**src/rtl/core/prefill_dynamic_batcher_core_assert.svh**
```systemverilog
// assertion macros for the prefill batcher core
// used by the sequencer module; expects clock and reset in scope
`ifndef PREFILL_DYNAMIC_BATCHER_CORE_ASSERT_SVH
`define PREFILL_DYNAMIC_BATCHER_CORE_ASSERT_SVH

`define PDB_CHECK(lbl, ante, cons) \
   lbl: assert property (@(posedge clock) disable iff (reset) (ante) |-> (cons)) \
      else $error("pdb check failed");

`define PDB_CHECK_NEXT(lbl, ante, cons) \
   lbl: assert property (@(posedge clock) disable iff (reset) (ante) |=> (cons)) \
      else $error("pdb check failed");

`endif

```
**src/rtl/core/pdb_pkg.sv**
```systemverilog
`timescale 1ns / 1ps
// shared types and constants for the prefill batcher core
// no dependencies
package pdb_pkg;

   localparam int WORKER_COUNT    = 4;
   localparam int QUEUE_DEPTH     = 64;
   localparam int MAX_BATCH_SLOTS = 16;

   localparam int WORKER_W = 2;
   localparam int HEAD_W   = $clog2(QUEUE_DEPTH);
   localparam int LEN_W    = $clog2(QUEUE_DEPTH + 1);
   localparam int CNT_W    = $clog2(MAX_BATCH_SLOTS + 1);
   localparam int SLOT_W   = (MAX_BATCH_SLOTS > 1) ? $clog2(MAX_BATCH_SLOTS) : 1;
   localparam int ADDR_W   = WORKER_W + HEAD_W;
   localparam int MEM_DEPTH = 1 << ADDR_W;

   localparam logic [1:0] OP_ENQUEUE = 2'd0;
   localparam logic [1:0] OP_TICK    = 2'd1;
   localparam logic [1:0] OP_DONE    = 2'd2;
   localparam logic [1:0] OP_SPARE   = 2'd3;

   localparam logic [1:0] KIND_ADMIT  = 2'd0;
   localparam logic [1:0] KIND_ACCEPT = 2'd1;
   localparam logic [1:0] KIND_REJECT = 2'd2;

   localparam logic [1:0] REG_ACTIVE = 2'd0;
   localparam logic [1:0] REG_BATCH  = 2'd1;
   localparam logic [1:0] REG_CAP    = 2'd2;
   localparam logic [1:0] REG_WAIT   = 2'd3;

   typedef struct packed {
      logic [2:0]  active_workers;
      logic [4:0]  batch_limit;
      logic [31:0] token_cap;
      logic [39:0] wait_limit_ns;
   } cfg_type;

   typedef struct packed {
      logic [1:0]  kind;
      logic [1:0]  out_worker;
      logic [7:0]  out_request;
      logic [31:0] batch_number;
      logic [19:0] tokens_total;
      logic [4:0]  batch_size;
   } res_type;

   typedef struct packed {
      logic    push;
      logic    flush;
      res_type res;
   } push_type;

endpackage

```
**src/rtl/core/pdb_csr.sv**
```systemverilog
`timescale 1ns / 1ps
// configuration registers behind the apb-style port
// depends on pdb_pkg
module pdb_csr (
   input  logic            clock,
   input  logic            reset,
   input  logic            csr_psel,
   input  logic            csr_penable,
   input  logic            csr_pwrite,
   input  logic [4:0]      csr_paddr,
   input  logic [63:0]     csr_pwdata,
   output logic [63:0]     csr_prdata,
   output logic            csr_pready,
   output pdb_pkg::cfg_type cfg
);
   import pdb_pkg::*;

   cfg_type cfg_ff, cfg_in;
   logic    wr_en;

   assign wr_en      = csr_psel & csr_penable & csr_pwrite;
   assign csr_pready = 1'b1;
   assign cfg        = cfg_ff;

   always_comb begin
      cfg_in = cfg_ff;
      if (wr_en) begin
         unique case (csr_paddr[4:3])
            REG_ACTIVE: cfg_in.active_workers = csr_pwdata[2:0];
            REG_BATCH:  cfg_in.batch_limit    = csr_pwdata[4:0];
            REG_CAP:    cfg_in.token_cap      = csr_pwdata[31:0];
            REG_WAIT:   cfg_in.wait_limit_ns  = csr_pwdata[39:0];
            default:    cfg_in = cfg_ff;
         endcase
      end
   end

   always_comb begin
      unique case (csr_paddr[4:3])
         REG_ACTIVE: csr_prdata = {61'd0, cfg_ff.active_workers};
         REG_BATCH:  csr_prdata = {59'd0, cfg_ff.batch_limit};
         REG_CAP:    csr_prdata = {32'd0, cfg_ff.token_cap};
         REG_WAIT:   csr_prdata = {24'd0, cfg_ff.wait_limit_ns};
         default:    csr_prdata = 64'd0;
      endcase
   end

   always_ff @(posedge clock) begin
      if (reset) begin
         cfg_ff.active_workers <= 3'd4;
         cfg_ff.batch_limit    <= 5'd1;
         cfg_ff.token_cap      <= 32'd0;
         cfg_ff.wait_limit_ns  <= 40'd0;
      end else begin
         cfg_ff <= cfg_in;
      end
   end

endmodule

```
**config.mk**
```make
export PLATFORM = sky130hd
export DESIGN_NAME = pdb_csr
export DESIGN_NICKNAME = d
export VERILOG_FILES = /design/src/rtl/core/prefill_dynamic_batcher_core_assert.svh /design/src/rtl/core/pdb_pkg.sv /design/src/rtl/core/pdb_csr.sv
export SDC_FILE = /design/constraint.sdc
export NUM_CORES = 1
export LEC_CHECK = 0
export BUFFER_PORTS_ARGS = -buffer_cell sky130_fd_sc_hd__buf_2
export CORE_MARGIN = 1
export CORE_UTILIZATION = 49
export CTS_BUF_LIST = sky130_fd_sc_hd__clkbuf_8
export DETAILED_ROUTE_END_ITERATION = 8
export PLACE_DENSITY_LB_ADDON = 0.08
export SYNTH_ARGS = -nofsm -noshare
export SYNTH_HDL_FRONTEND = slang
export SYNTH_SLANG_ARGS = --single-unit
```
**constraint.sdc**
```tcl
create_clock -name clock -period 1.5 [get_ports clock]
set_input_delay 0 -clock clock [delete_from_list [all_inputs] [get_ports clock]]
set_output_delay 0 -clock clock [all_outputs]
set_load 0.03 [all_outputs]
```
# After elaboration in Yosys (flattened, before gate mapping)
# Index checks and enable logic that the tools add are counted.
[op_classes]
n_eq_ne = 3
n_mux = 1
bitwise = 2
n_reduce_logical = 5
[ops]
columns = ["operator", "count"]
rows = [
  ["case mux 64 bit (4 select lines)", 1],
  ["AND reduction 2 bit", 4],
  ["equality test 2 bit, second input constant", 2],
  ["AND 1 bit", 2],
  ["equality test 2 x 1 -> 1 bit, second input constant", 1],
  ["zero test 2 bit", 1],
]
[word_totals]
reg_bits = 80
in_bits = 74
output_inout_bits = 145
word_cells = 15

# Longest topological paths before layout
[logic_depth]
depth_word = 3
mapped_depth = 6

# Worst setup path before layout
# Ideal clock, no wire load.
[synth_path]
kind = "reg-to-output"
start = "reg cfg_ff, in the netlist cfg[10]"
end = "out csr_prdata[10]"
t_arrival_ns = 1.071
required_ns = 1.500
slack_ns = 0.429
path_stages_with_launch = 3
n_path_buf = 0
path_cell_list = "dfxtp_1 > mux2i_1 > nor2b_1"
[synth_between]
elab_chain_cells = 1
[synth_rtl]
columns = ["element", "line", "text"]
rows = [
  ["start, declared", "pdb_csr.sv:18", "cfg_type cfg_ff, cfg_in;"],
  ["start signal, assigned", "pdb_csr.sv:55", "cfg_ff <= cfg_in;"],
  ["case mux 64 bit (4 select lines)", "pdb_csr.sv:39", "unique case (csr_paddr[4:3])"],
  ["end, declared", "pdb_csr.sv:12", "output logic [63:0] csr_prdata,"],
]
# No other way between the ends. The select of a mux whose other input is x is not followed.

# Worst setup path after layout
[layout_path]
start = "reg cfg_ff, in the netlist cfg[79]"
end = "out csr_prdata[2]"
# Same word-level chain as after synthesis.

==> results.sh <==
export IMPL_synth_avg_cell_area_sq_um=9.14
export IMPL_worstSetupStartpoint="cfg[79]$_SDFFE_PP1P_"
export IMPL_globalRoute_totalOverflow=0
export IMPL_antenna_cells=0
export IMPL_synthesis_yosys_warnings=0
export IMPL_outcome="finished clean"
export IMPL_detail_route_wirelength_mm=10.6
export IMPL_cts_hold_buffers=40
export IMPL_synth_seq_area_share_pct=38.2
export IMPL_largest_register_ffs=80
export IMPL_crit_fanout=3
export IMPL_ant_nets=0
export IMPL_final_nets=724
export IMPL_cell_row_count=33
export IMPL_post_drt_wl_per_cell_um=13.9
export IMPL_top_level_ports=219
export IMPL_ir_drop_worst_vdd_uv=539
export IMPL_hold_path_class="in2reg"
export IMPL_grt_util_all_layers_pct=23.5
export IMPL_power_density_nw_per_um2=820
export IMPL_clk_pin_slew_ns=0.08
export IMPL_first_global_vias=3457
export IMPL_drt_pass1_iterations=4
export IMPL_finalHoldViolCount=0
export IMPL_element_type_at_the_critical_path_end="primary output"
export IMPL_grt_setup_unrepaired="no"
export IMPL_die_area_sq_um=8940
export IMPL_critPathRequiredTime_ns=1.50
export IMPL_worst_r2r_path_depth=3
export IMPL_finalSetupTns_ns=0
export IMPL_core_area_sq_um=8260
export IMPL_clock_tree_from_tritoncts="done"
export IMPL_crit_reg2reg_capture="cfg[25]$_SDFFE_PP0P_"
export IMPL_tritoncts_num_sinks=80
export IMPL_cts_buffers_inserted=9
export IMPL_worstReg2RegStart="cfg[25]$_SDFFE_PP0P_"
export IMPL_hpwlAfterDp_mm=6.95
export IMPL_buffer_ports_inserted=166
export IMPL_synth_lib_cells_used_distinct=26
export IMPL_vertical_die_dimension_um=94.5
export IMPL_worstPathArrival_ns=1.35
export IMPL_area_growth_pct=33.2
export IMPL_maxClockFrequency_mhz=742
export IMPL_fin_hold_ws_ns=0.179
export IMPL_worstSkewPairLatency_ns=0.34
export IMPL_resized_after_cts=0
export IMPL_criticalPathCategory="reg2out"
export IMPL_final_layout_size_suffix_gt1_share_pct=31.2
export IMPL_finalCriticalPeriod_ns=1.35
export IMPL_route_detailed_vias_per_inst=4.97
export IMPL_number_of_antenna_violations_at_the_first_check_in_global_routing=0
export IMPL_vias=3774
export IMPL_grt_max_degree=115
export IMPL_drc=0
export IMPL_finalSetupViolations=0
export IMPL_source_of_the_worst_hold_timing_path="reset"
export IMPL_clock_tree_root_cell="clkbuf_8"
export IMPL_floorplan_initialDensity_pct=50.8
export IMPL_synth_cells=459
export IMPL_cts_htree_levels=3
export IMPL_slew_viol_final=0
export IMPL_number_of_max_cap_violations=0
export IMPL_setup_worst_path_end="csr_prdata[2]"
export IMPL_finalCritPeriodShare_pct=89.8
export IMPL_post_synthesis_instance_area_sq_um=4200
export IMPL_worst_r2r_setup_slack_ns=0.71
export IMPL_synth_seq_cells=80
export IMPL_post_cts_setup_buffer_count=0
export IMPL_worst_clock_skew_ns=0
export IMPL_cellLeakagePower_nw=2.71
export IMPL_critical_path_startpoint_type="register"
export IMPL_gp_congestion=0.728
export IMPL_max_clock_path_buffers=2
export IMPL_grt_first_pass_wirelength_mm=16.5
export IMPL_drt_initial_drc_count=104
export IMPL_die_width_um=94.5
[synth_stat cells]
cell | number | area (sq um)
clkbuf_1 | 24 | 90.1
mux4_2 | 3 | 67.6
or3_1 | 1 | 6.26
and3_1 | 9 | 56.3
mux2i_1 | 67 | 671
conb_1 | 2 | 7.51
buf_1 | 1 | 3.75
a22o_1 | 2 | 17.5
nand3_1 | 2 | 10.0
mux2_2 | 2 | 22.5
and2_4 | 1 | 8.76
buf_12 | 3 | 60.1
nand2_1 | 2 | 7.51
nand2b_1 | 70 | 438
dfxtp_1 | 80 | 1600
nor2b_4 | 1 | 13.8
buf_6 | 2 | 22.5
a21oi_1 | 8 | 40.0
nand3b_2 | 1 | 11.3
o21ai_1 | 4 | 20.0
nand4_1 | 8 | 50.1
buf_4 | 28 | 210
nor2_1 | 4 | 15.0
o21ai_0 | 68 | 340
buf_2 | 7 | 35.0
nor2b_1 | 59 | 369
[logic make-up after synthesis]
| family | synth area share (%) |
|---|---|
| AND/OR/NAND/NOR | 23.5 |
| AO/OA/AOI/OAI | 9.96 |
| flip-flops | 38.2 |
| multiplexers | 18.1 |
| buffers and inverters | 10.1 |
| other | 0.179 |
[through the flow]
step | power, W | area, sq um | worst slack (ns) | util, % | instances
global placement | 0.00278 | 4970 | 0.352 | 60.2 | 704
finish | 0.00458 | 5590 | 0.152 | 67.7 | 759
floorplan | 0.00268 | 4280 | 0.429 | - | 482
CTS | 0.00461 | 5590 | 0.147 | 67.7 | 759
global route | 0.00476 | 5590 | 0.116 | 67.7 | 759
detailed placement | 0.00278 | 4970 | 0.298 | 60.2 | 704
[how the worst min path moves through the flow]
stage / cells after the start / endpoint
2_1_floorplan: 2 / cfg[32]$_SDFFE_PP0P_
3_3_place_gp: 3 / cfg[39]$_SDFFE_PP0P_
3_5_place_dp: 3 / cfg[35]$_SDFFE_PP0P_
4_1_cts: 3 / cfg[38]$_SDFFE_PP0P_
5_1_grt: 3 / cfg[34]$_SDFFE_PP0P_
6_report: 3 / cfg[38]$_SDFFE_PP0P_
[critical path: stages, from the launching register on]
cell	delay [ns]
dfxtp_1	0.34
mux4_2	0.47
buf_2	0.19
[cells in the final DEF, fill, tap and decap left out]
cell type / n
a21oi_1: 8
a22o_1: 2
and2_4: 1
and3_1: 9
buf_12: 2
buf_2: 166
buf_4: 14
bufinv_16: 2
clkbuf_8: 11
clkinv_2: 1
conb_1: 25
dfxtp_1: 80
dlygate4sd3_1: 40
inv_1: 1
mux2_2: 2
mux2i_1: 67
mux4_2: 3
nand2_1: 2
nand2b_1: 70
nand3_1: 2
nand3b_2: 1
nand4_1: 8
nor2_1: 4
nor2b_1: 59
nor2b_4: 1
o21ai_0: 68
o21ai_1: 4
or3_1: 1
[final cells by class]
cell class	instances	area, sq um
clock buffers	11	151
flip-flops and latches	80	1600
fillers	700	2670
repair buffers	222	1380
multi-input cells	337	2260
well taps	105	131
clock inverters	4	68.8
[report_power, final]
part	switching (W)	total (W)	internal, W
Clock	0.000751	0.00176	0.00101
Combinational	0.000385	0.000648	0.000263
Sequential	0.0000207	0.00217	0.00215
[per-layer routing]
layer,vias up,global-route usage (%),share of wire [%]
met2,147,39.6,46
met4,0,8.33,1.5
met1,1732,29.6,46
met3,15,4.83,6.1
met5,-,0,0
li1,1880,-,-
No activity file was read; power rests on OpenSTA's default activity.
