==> src/rtl/core/prefill_dynamic_batcher_core_assert.svh <==
// assertion macros for the prefill batcher core
// used by the sequencer module; expects clock and reset in scope
`ifndef PREFILL_DYNAMIC_BATCHER_CORE_ASSERT_SVH
`define PREFILL_DYNAMIC_BATCHER_CORE_ASSERT_SVH

`define PDB_CHECK(lbl, ante, cons) \
   lbl: assert property (@(posedge clock) disable iff (reset) (ante) |-> (cons)) \
      else $error("pdb check failed");

`define PDB_CHECK_NEXT(lbl, ante, cons) \
   lbl: assert property (@(posedge clock) disable iff (reset) (ante) |=> (cons)) \
      else $error("pdb check failed");

`endif

==> src/rtl/core/pdb_pkg.sv <==
`timescale 1ns / 1ps
// shared types and constants for the prefill batcher core
// no dependencies
package pdb_pkg;

   localparam int WORKER_COUNT    = 4;
   localparam int QUEUE_DEPTH     = 64;
   localparam int MAX_BATCH_SLOTS = 16;

   localparam int WORKER_W = 2;
   localparam int HEAD_W   = $clog2(QUEUE_DEPTH);
   localparam int LEN_W    = $clog2(QUEUE_DEPTH + 1);
   localparam int CNT_W    = $clog2(MAX_BATCH_SLOTS + 1);
   localparam int SLOT_W   = (MAX_BATCH_SLOTS > 1) ? $clog2(MAX_BATCH_SLOTS) : 1;
   localparam int ADDR_W   = WORKER_W + HEAD_W;
   localparam int MEM_DEPTH = 1 << ADDR_W;

   localparam logic [1:0] OP_ENQUEUE = 2'd0;
   localparam logic [1:0] OP_TICK    = 2'd1;
   localparam logic [1:0] OP_DONE    = 2'd2;
   localparam logic [1:0] OP_SPARE   = 2'd3;

   localparam logic [1:0] KIND_ADMIT  = 2'd0;
   localparam logic [1:0] KIND_ACCEPT = 2'd1;
   localparam logic [1:0] KIND_REJECT = 2'd2;

   localparam logic [1:0] REG_ACTIVE = 2'd0;
   localparam logic [1:0] REG_BATCH  = 2'd1;
   localparam logic [1:0] REG_CAP    = 2'd2;
   localparam logic [1:0] REG_WAIT   = 2'd3;

   typedef struct packed {
      logic [2:0]  active_workers;
      logic [4:0]  batch_limit;
      logic [31:0] token_cap;
      logic [39:0] wait_limit_ns;
   } cfg_type;

   typedef struct packed {
      logic [1:0]  kind;
      logic [1:0]  out_worker;
      logic [7:0]  out_request;
      logic [31:0] batch_number;
      logic [19:0] tokens_total;
      logic [4:0]  batch_size;
   } res_type;

   typedef struct packed {
      logic    push;
      logic    flush;
      res_type res;
   } push_type;

endpackage

==> src/rtl/core/pdb_out.sv <==
`timescale 1ns / 1ps
// result staging: one held word plus the output register, sets the last flag
// depends on pdb_pkg
module pdb_out (
   input  logic              clock,
   input  logic              reset,
   input  pdb_pkg::push_type push,
   output logic              push_ready,
   output logic              rsp_valid,
   input  logic              rsp_ready,
   output logic [1:0]        rsp_kind,
   output logic [1:0]        rsp_out_worker,
   output logic [7:0]        rsp_out_request,
   output logic [31:0]       rsp_batch_number,
   output logic [19:0]       rsp_batch_tokens,
   output logic [4:0]        rsp_batch_size,
   output logic              rsp_last
);
   import pdb_pkg::*;

   logic    pend_valid_ff, pend_valid_in;
   res_type pend_ff, pend_in;
   logic    out_valid_ff, out_valid_in;
   res_type out_ff, out_in;
   logic    last_ff, last_in;

   assign push_ready = !out_valid_ff || rsp_ready;

   always_comb begin
      pend_valid_in = pend_valid_ff;
      pend_in       = pend_ff;
      out_valid_in  = out_valid_ff && !rsp_ready;
      out_in        = out_ff;
      last_in       = last_ff;
      if (push_ready && push.push) begin
         if (pend_valid_ff) begin
            out_valid_in = 1'b1;
            out_in       = pend_ff;
            last_in      = 1'b0;
         end
         pend_valid_in = 1'b1;
         pend_in       = push.res;
      end else if (push_ready && push.flush && pend_valid_ff) begin
         out_valid_in  = 1'b1;
         out_in        = pend_ff;
         last_in       = 1'b1;
         pend_valid_in = 1'b0;
      end
   end

   always_ff @(posedge clock) begin
      if (reset) begin
         pend_valid_ff <= 1'b0;
         out_valid_ff  <= 1'b0;
      end else begin
         pend_valid_ff <= pend_valid_in;
         out_valid_ff  <= out_valid_in;
      end
      pend_ff <= pend_in;
      out_ff  <= out_in;
      last_ff <= last_in;
   end

   assign rsp_valid        = out_valid_ff;
   assign rsp_kind         = out_ff.kind;
   assign rsp_out_worker   = out_ff.out_worker;
   assign rsp_out_request  = out_ff.out_request;
   assign rsp_batch_number = out_ff.batch_number;
   assign rsp_batch_tokens = out_ff.tokens_total;
   assign rsp_batch_size   = out_ff.batch_size;
   assign rsp_last         = last_ff;

endmodule

==> config.mk <==
export PLATFORM = sky130hd
export DESIGN_NAME = pdb_out
export DESIGN_NICKNAME = d
export VERILOG_FILES = /design/src/rtl/core/prefill_dynamic_batcher_core_assert.svh /design/src/rtl/core/pdb_pkg.sv /design/src/rtl/core/pdb_out.sv
export SDC_FILE = /design/constraint.sdc
export NUM_CORES = 1
export LEC_CHECK = 0
export BUFFER_PORTS_ARGS = -buffer_cell sky130_fd_sc_hd__clkbuf_2
export CAP_MARGIN = 0
export CORE_MARGIN = 10
export CORE_UTILIZATION = 44
export CTS_CLUSTER_DIAMETER = 80
export CTS_CLUSTER_SIZE = 14
export DETAILED_ROUTE_END_ITERATION = 10
export PLACE_DENSITY = 0.76
export SLEW_MARGIN = 30
export SYNTH_ARGS = -nofsm -noshare
export SYNTH_HDL_FRONTEND = slang
export SYNTH_SLANG_ARGS = --single-unit
==> constraint.sdc <==
create_clock -name clock -period 4.7 [get_ports clock]
set_clock_uncertainty 0.2 [all_clocks]
set_input_delay 0.705 -clock clock [delete_from_list [all_inputs] [get_ports clock]]
set_output_delay 0.705 -clock clock [all_outputs]
set_load 0.01 [all_outputs]
# Word-level counts from Yosys, hierarchy flattened
# Index checks and enable logic that the tools add are counted.
[classes] eq_ne=1 mux=11 reduce_logical=9
[ops] cell="$mux W69" n=3
[ops] cell="$mux W1" n=8
[ops] cell="$logic_and A1 B1 Y1" n=4
[ops] cell="$logic_not A1 Y1" n=2
[ops] cell="$ne A2 B2 Y1 const B" n=1
[ops] cell="$reduce_and A2 Y1" n=1
[ops] cell="$reduce_bool A2 Y1" n=1
[ops] cell="$logic_or A1 B1 Y1" n=1
[totals] elab_cells=36 input_bits=74 ff_bits=141 output_inout_bits=72

# Longest topological paths before layout
[depth] ltp_word=6 mapped_depth=4 depth_no_buf=4

# Worst setup path after synthesis
# No wires, ideal clock.
[synth_timing] path_kind="input-to-reg" start="input port push[69] in the netlist's numbering" end="register out_ff, in the netlist rsp_batch_number[0] (enable)" t_required_ns=4.002 stages=2 setup_slack_ns=0.265 arrival_time_ns=3.737 path_buffers=0 setup_ns=0.498 cell_sequence="o21ai_0 nor2_1"
[synth_between] elab_chain_len=4
[synth_lines] element="start: declaration" line="pdb_out.sv:7" source="input pdb_pkg::push_type push,"
[synth_lines] element="$logic_and A1 B1 Y1 (2 in a row)" line="pdb_out.sv:43" source="end else if (push_ready && push.flush && pend_valid_ff) begin"
[synth_lines] element="$reduce_bool A2 Y1 (no source line)"
[synth_lines] element="$reduce_and A2 Y1 (no source line)"
[synth_lines] element="end signal: assignment" line="pdb_out.sv:60" source="out_ff <= out_in;"
[synth_lines] element="end: declaration" line="pdb_out.sv:24" source="res_type out_ff, out_in;"
# Every way passes these cells.
# A chain may end at the register's enable or synchronous reset.

# Worst setup path after layout
[layout_timing] start="register out_valid_ff, in the netlist rsp_valid" end="output port push_ready"
[layout_between] elab_chain_len=2
[layout_lines] element="start: declaration" line="pdb_out.sv:23" source="logic out_valid_ff, out_valid_in;"
[layout_lines] element="start signal: assignment" line="pdb_out.sv:57" source="out_valid_ff <= out_valid_in;"
[layout_lines] element="$logic_not A1 Y1" line="pdb_out.sv:27" source="assign push_ready = !out_valid_ff || rsp_ready;"
[layout_lines] element="$logic_or A1 B1 Y1" line="pdb_out.sv:27"
[layout_lines] element="end: declaration" line="pdb_out.sv:8" source="output logic push_ready,"
# Every way passes these cells.

==> impl_metrics.toml <==
[synth]
ys.warnings.count = 0
number_of_cells_produced_by_synthesis = 151
synth_area_sq_um = 4270
synthesis.nets = 225
synth_area_per_cell_sq_um = 28.3
post_synth_num_cell_types = 9
ys_ff_latch = 141
ys_seq_area_frac = 0.987

[clocking]
post_cts_resize_count = 0
cts_num_sinks = 141
cts.htree.levels = 4
clock_tree_from_tritoncts = "built"
clk_path_buf_depth = 2
clk_pin_slew_ns = 0.06
cts.hold.buffers_added = 0
numCtsBuffers = 17
postCtsSetupBuffers = 0
source_to_sink_clock_delay_at_the_later_pin_of_the_worst_skew_pair_ns = 0.50
root_buffer = "sky130_fd_sc_hd__clkbuf_8"

[critical_path]
setup_slack_of_the_worst_register_to_register_path_ns = 2.73
cp.arrival_ns = 1.20
critPathTopFamily = "flip-flops"
master_of_the_slowest_instance_on_the_critical_path = "sky130_fd_sc_hd__dfxtp_1"
rr_endpoint = "pend_ff[2]"
cp_data_required_time_ns = 3.80
timing.critical_path.depth = 3
cp.buffers_inverters = 2
critical_path.reg2reg.startpoint = "rsp_valid"
worstRegToRegCells = 5
path_cells = "nor2b_4, inv_2, clkbuf_2"
critical_path_class = "reg2out"
crit_path_end_kind = "primary output"
cp_max_fo = 3
slowest_stage_delay_on_critical_path_ns = 0.32
timing.critical_path.from_type = "flip-flop"

[die]
initial_utilization = 0.458
placeableCoreArea_sq_um = 9330
die_x_um = 119
die_y_um = 119
std_cell_rows = 35
dieArea_sq_um = 14000
ios = 146

[global_routing]
met3_track_usage_gr = 0.0676
grt_pass1_vias = 2194
groute.usage.overall = 0.112
wire_length_of_the_first_global_routing_pass_um = 11800
grt_use_met1 = 0.109
antenna_found_initial = 0
grt_max_degree = 51
globalRouteOverflowTotal = 0
global_route.peak_usage_layer = "met2"
global_route.usage.met2 = 0.187

[timing]
clock.fmax_mhz = 474
final-max-slew-violation-count = 0
count_of_endpoints_failing_hold_in_the_final_timing_report = 0
whs_ns = 0.171
setup_violations = 0
setup_total_negative_slack_ns = 0
grt_setup_unrepaired = "no"
finalCriticalPeriod_ns = 2.11
worst_pin_slew_ns = 0.607
max-slew-margin-rel = 0.596
post-route-period-util = 0.449

[detailed_routing]
drt_iter0_drc = 79
detailroute.via_count = 1997
avgRoutedWirePerCell_um = 17.2
detailedRoute.firstPassIterationCount = 4
residual_drc_count = 0
routed_wirelength_um = 7890
avgViaCountPerCell = 4.34
ant_nets = 0

[run]
maxCapViolations = 0

[final_layout]
layout.nets = 393
antennaDiodeCount = 0
area_delta_synth_final_pct = 34.8
post_route_cells_drive_above_1_share = 0.556
ff_latch_area_sq_um = 4210
combined_area_of_the_multi_input_logic_cells_sq_um = 51.3
layout.cells.most_common = "sky130_fd_sc_hd__clkbuf_2"
layout_common_cells = "sky130_fd_sc_hd__clkbuf_2, sky130_fd_sc_hd__edfxtp_1, sky130_fd_sc_hd__clkbuf_16"
fillers = 681

[power_and_ir_drop]
power_mw = 2.78
cellPowerDensity_nw_per_um2 = 483
irDropWorstVdd_mv = 0.214
p_leak_nw = 2.25

[run_status]
outcome = "completed"

[worst_hold_path]
worst_hold_path_type = "in2reg"
hold_path.startpoint = "reset"
min_delay_worst_endpoint = "rsp_valid"
min_delay_path_depth = 2

[placed_design]
dp_hpwl_um = 5720
finalWeightedCongestion = 0.716
port_buffers = 145
[flip-flops by register name, summed over array words and instances (netlist names)]
signal / cells
rsp_batch_size: 5
rsp_valid: 1
rsp_batch_number: 32
pend_valid_ff: 1
rsp_batch_tokens: 20
rsp_kind: 2
rsp_out_worker: 2
rsp_last: 1
pend_ff: 69
rsp_out_request: 8
[report_power, final]
part	leakage [nW]	total [mW]	switching [mW]	internal, mW
Clock	0.253	1.18	0.478	0.699
Combinational	0.656	0.118	0.0708	0.0468
Sequential	1.34	1.48	0.0165	1.47
Total	2.25	2.78	0.565	2.21
[cell type report]
class | count | share of cell area
multi-input cells | 7 | 0.00892
repair buffers | 149 | 0.135
inverters | 3 | 0.00239
flip-flops and latches | 141 | 0.732
clock inverters | 13 | 0.0207
clock buffers | 18 | 0.0726
well taps | 129 | 0.0281
[per-stage QoR]
step	setup WS [ns]	std cells	area (sq um)	utilization
after floorplan	0.265	151	4270	-
after global placement	1.90	428	5190	0.556
after detailed placement	1.82	428	5190	0.556
after CTS	2.30	459	5730	0.614
after global routing	2.52	460	5750	0.617
final	2.59	460	5750	0.617
[cell usage after synthesis]
cell / instances / share of area
sky130_fd_sc_hd__inv_2: 1 / 0.00088
sky130_fd_sc_hd__edfxtp_1: 139 / 0.98
sky130_fd_sc_hd__a21oi_1: 2 / 0.0023
sky130_fd_sc_hd__nor2_1: 1 / 0.00088
sky130_fd_sc_hd__dfxtp_1: 2 / 0.0094
sky130_fd_sc_hd__inv_1: 2 / 0.0018
sky130_fd_sc_hd__o21ai_0: 2 / 0.0023
sky130_fd_sc_hd__nor2b_4: 1 / 0.0032
sky130_fd_sc_hd__nand2_2: 1 / 0.0015
[worst max path at each step]
stage / from / end
floorplan: push[69] / rsp_batch_number[0]
global placement: push[69] / rsp_batch_number[19]
detailed placement: push[70] / rsp_batch_tokens[11]
CTS: pend_valid_ff / rsp_batch_tokens[1]
global route: rsp_valid / push_ready
finish: rsp_valid / push_ready
[metal layers]
layer / part of all wire / up-vias
met1: 0.37 / 955
met3: 0.11 / 7
met2: 0.51 / 89
met5: 0 / -
met4: 0.0077 / 0
li1: - / 946
[logic make-up after synthesis]
kind of cell | Yosys count | share of synthesized area
compound gates | 4 | 0.00469
buf+inv | 3 | 0.00264
flops | 141 | 0.987
simple gates | 3 | 0.00557
Note: power is estimated with default switching activity, not from simulation.
